[src/hdl/napm_ram.sv]
// Generic one-write one-read RAM with registered read data.
module napm_ram #(
   parameter int WIDTH = 8,
   parameter int DEPTH = 256
) (
   input  logic                     clock,
   input  logic                     wr_en,
   input  logic [$clog2(DEPTH)-1:0] wr_addr,
   input  logic [WIDTH-1:0]         wr_data,
   input  logic [$clog2(DEPTH)-1:0] rd_addr,
   output logic [WIDTH-1:0]         rd_data
);
   logic [WIDTH-1:0] mem_ff [DEPTH];

   always_ff @(posedge clock) begin
      if (wr_en) begin
         mem_ff[wr_addr] <= wr_data;
      end
      rd_data <= mem_ff[rd_addr];
   end
endmodule

[config.mk]
export PLATFORM = sky130hd
export DESIGN_NAME = napm_ram
export DESIGN_NICKNAME = d
export VERILOG_FILES = /design/src/hdl/napm_ram.sv
export SDC_FILE = /design/constraint.sdc
export NUM_CORES = 2
export LEC_CHECK = 0
export CORE_ASPECT_RATIO = 1.2
export CORE_UTILIZATION = 49
export CTS_CLUSTER_DIAMETER = 200
export DETAILED_ROUTE_END_ITERATION = 6
export DONT_BUFFER_PORTS = 1
export PLACE_DENSITY_LB_ADDON = 0.05
export SYNTH_ARGS = -nofsm -noshare
export SYNTH_HDL_FRONTEND = slang
export SYNTH_SLANG_ARGS = --single-unit
[constraint.sdc]
create_clock -name clock -period 3.2 [get_ports clock]
set_clock_uncertainty 0.1 [all_clocks]
set_input_delay 0.32 -clock clock [delete_from_list [all_inputs] [get_ports clock]]
set_output_delay 0.32 -clock clock [all_outputs]
set_load 0.03 [all_outputs]
# Yosys cells after proc, flatten, opt, wreduce, memory -nomap -nowiden
# Memory sizes are Yosys's and may differ from the RTL's. A register that Yosys moved wholly into a read port is not among the register bits.
# Index checks and enable logic that the tools add are counted.
# totals
register_bits	0
ram_bits	2048
wordCells	3
n_memories	1
# classes
muxes	2
# mem_list
memory	depth	width	read_ports	rd_clocked_by_memory_dff	wr	line	rtl
mem_ff	256	8	1	1	1	13	logic [WIDTH-1:0] mem_ff [DEPTH];
# ops
operator	n
two-way mux 1 bit	2

# Depth between registers and ports, before layout
# depth
depth_word	2
mapped_depth	11

# Worst setup path after synthesis
# Ideal clock, no wire load.
# synth_timing
path_kind	input-to-reg
from	input rd_addr[0]
to	register rd_data[2] (read register of mem_ff)
arrival_time_ns	2.127
required_time_ns	2.969
path_slack_ns	0.842
path_stages	9
path_buffers	4
path_cell_list	buf_6 -> buf_12 -> buf_8 -> buf_2 -> mux4_2 -> a22oi_1 -> a21oi_1 -> nor4_1 -> nor4_2
# synth_rtl
item	line	rtl
start: declaration	10	input logic [$clog2(DEPTH)-1:0] rd_addr,
end: declaration	11	output logic [WIDTH-1:0] rd_data

==> results by group <==
STA
  • Crit path time final: ~3.4 ns
  • Fin. max-slew vios: roughly 300
  • Post-route setup TNS: -0.3955 ns
  • Final worst setup slack: -0.2049 ns
  • Fmax: 293.7 MHz
  • RSZ-0062 raised after global routing: no
  • Part of the cycle the worst path needs: 1.064
  • Worst hold margin: -0.4982 ns
  • Slew headroom: -0.1989
  • Final count of hold timing violations: 1,476
  • Worst-margin pin slew: 1.798 ns
  • Final setup viols: 4

Logic synthesis
  • Post-synth EDFFs: 2,048
  • Synthesized cell area: 79,560 sq um
  • Sequential area share after synthesis: 0.7750
  • Top-area cell type share of the netlist area: 0.7730
  • Post-Syn Nets: 3,759
  • Ys async rst share: 0
  • Synth warnings: 0
  • Post-synth top flop: edfxtp_1
  • Yosys top cell by area: edfxtp_1
  • Post-synthesis cell type count: 55
  • Synth Area per Inst: 21.31 sq um
  • Gate Count Post-Synth: 3,733
  • Synth area leaders: edfxtp_1 77%, mux4_2 13%, mux2i_1 1.7%, nor2_1 1.3%, a22oi_1 1.3%
  • Synthesized flop and latch total: 2,056

Routing
  • # DRC: 3
  • Final wirelength: about 210,000 um
  • Via count: 38,940
  • Drt initial violations: 3,698
  • Pre-antenna DRT Iters: 7
  • Number of antenna-violating nets in the routed design: 0
  • Via density: 6.177
  • Wirelength per Cell: 32.61 um

Die
  • Std cell rows: 161
  • Starting Density: 0.4949
  • Die Ht: 443.4 um
  • Die Width: 369.8 um
  • Core area: around 160,000 sq um
  • DIE AREA: 164,000 sq um
  • Ports: 34

CTS
  • H-tree depth: 4
  • Later-pin clock latency in the skew report: 0.85 ns
  • Clock Sink Count: roughly 2,000
  • Worst-case clock buffer depth: 3
  • TritonCTS clock tree: yes
  • Reg clk slew, reported paths: ~0.060 ns
  • Total CTS buffers: 196
  • CTS root buffer: clkbuf_16

Final layout
  • Share of cells above drive strength 1: 0.2503
  • Post-Layout Cell Count: 6,303
  • Area delta synth->final: 12.63%
  • Commonest non-fill, non-tap cell in the layout: edfxtp_1
  • Register area: 61,660 sq um
  • Multi-input gate area: 16,490 sq um
  • Fillcell total: approximately 12,000
  • Nets@finish: 4,044
  • Final Util: 0.5574
  • Most frequent cells in the layout: 2,048 x edfxtp_1, 454 x mux4_2, 293 x buf_4
  • Cell area after layout: roughly 90,000 sq um

Place
  • Placer Congestion: 0.8348
  • HPWL Detailed: 117,200 um
  • Placed cell areas: 83,160 sq um
  • Placed cell count: 5,920
  • I/O Buffers: 0

Global route
  • Vias in the first global route: approximately 40,000
  • GRT Resource Usage Total: 0.2531
  • Number of antenna violations at the first check in global routing: 8
  • Total grt overflow: 0
  • Largest net degree at the start of global routing: 579
  • First-pass GRT wire length: between 200,000 and 300,000 um

Hold path
  • HP Class: in -> reg

Setup path
  • Critical path capture point type: flip-flop
  • Crit path largest cell delay: 1.08 ns
  • Max FO, Critical Path: 446
  • Required @ worst endpoint: 3.76 ns
  • Path type of the worst setup path: in -> reg
  • Crit path launch type: input pin
  • CP Data Arrival Time: 3.97 ns
  • Cell mode on critical path: nor4_1
  • Slowest CP cell: nor4_1
  • Critical path cell sequence: nand2_1, buf_4, o221ai_1, a21oi_1, nor3_1, nor4_1, nor4_1

Pwr
  • Sw Share: 0.2030
  • NetSw: 10.99 mW
  • P_leak: 27.99 nW
  • Clock power share: 0.416
  • PD cells: 604.4 nW/um^2
  • P_int: 43.16 mW
  • VDD IR max: 540.5 uV
  • Seq pwr share: 0.550
  • Combinational Power Share: 0.034

Flow run
  • MaxCap Viol Count: 0

Outcome
  • Violations in the final reports: design-rule violations, negative hold slack, max-slew violations, negative setup slack
  • Status: finished with violations
## kinds of logic (layout without fill, tap and decap cells)
kind of cell | after synthesis | in the layout | share of synthesized area
AO/OA/AOI/OAI | 385 | 385 | 0.03419
buffers and inverters | 235 | 685 | 0.01831
flip-flops | 2056 | 2056 | 0.7750
multiplexers | 591 | 591 | 0.1462
other | 0 | 1 | 0
AND/OR/NAND/NOR | 466 | 466 | 0.02628
## per-stage QoR
stage	setup slack, ns	hold slack, ns	power [mW]
after floorplan	0.8421	0.3189	31.76
after global placement	-0.6177	0.3502	32.06
after detailed placement	-0.4434	0.3579	32.06
after CTS	0.07905	-0.5275	54.43
after global routing	0.1810	-0.5407	55.54
final	-0.2049	-0.4982	54.15
## sequential cells by signal, indices dropped and copies added, names as in the netlist
signal and flops:
rd_data 8, mem_ff 2048
## area by class of cell
| cell class | instances | share of cell area |
|---|---|---|
| Tap cell | 2119 | 0.02959 |
| Multi-Input combinational cell | 1442 | 0.1840 |
| Clock inverter | 111 | 0.01127 |
| Timing Repair Buffer | 320 | 0.02885 |
| Clock buffer | 252 | 0.05801 |
| Inverter | 2 | 0.00008378 |
| Sequential cell | 2056 | 0.6881 |
| Antenna cell | 1 | 0.00002793 |
## critical path: cells and delay by family
| family | cells | cell delay [ns] |
|---|---|---|
| buffers and inverters | 1 | 0.33 |
| AO/OA/AOI/OAI | 2 | 0.46 |
| AND/OR/NAND/NOR | 4 | 2.19 |
## power by group through the flow
stage / combinational (mW) / clock [mW] / sequential [mW]
6_report: 1.84 / 22.5 / 29.8
5_1_grt: 1.88 / 23.9 / 29.8
4_1_cts: 1.74 / 22.9 / 29.8
3_5_place_dp: 1.70 / 0 / 30.4
3_3_place_gp: 1.70 / 0 / 30.4
2_1_floorplan: 1.44 / 0 / 30.3
## layer usage
| layer | track usage | routed length [um] |
|---|---|---|
| met1 | 0.3375 | 81210 |
| met2 | 0.4258 | 105500 |
| met3 | 0.04293 | 12740 |
| met4 | 0.07930 | 6094 |
| met5 | 0 | 13 |
## path summary, 6_finish.rpt
check	from	endpoint	slack, ns	depth (start not counted)
setup / recovery	rd_addr[1]	rd_data[4]	-0.20	7
hold / removal	wr_data[5]	mem_ff[152][5]	-0.50	0
setup reg to reg	mem_ff[71][2]	rd_data[2]	0.09	6
hold reg to reg	mem_ff[40][3]	rd_data[3]	1.06	7
## synthesized netlist by cell type, drive strengths merged (14+ instances only)
master  count
a211oi     16
a21oi      96
a221oi     14
a22oi     133
buf       122
clkbuf    111
edfxtp   2048
mux2i     134
mux4      456
nand2      33
nand3      34
nor2      282
nor2b      31
nor3       22
nor4       27
o221ai     47
o22ai      28
## repair_timing
item | in CTS | in global routing
hold buffers | 16 | 3
setup endpoints to repair | 1 | 0
buffers inserted | 0 | 0
resized for setup | 1 | 0
hold endpoints to repair | 2229 | 1945
(Power assumes the default switching activity.)
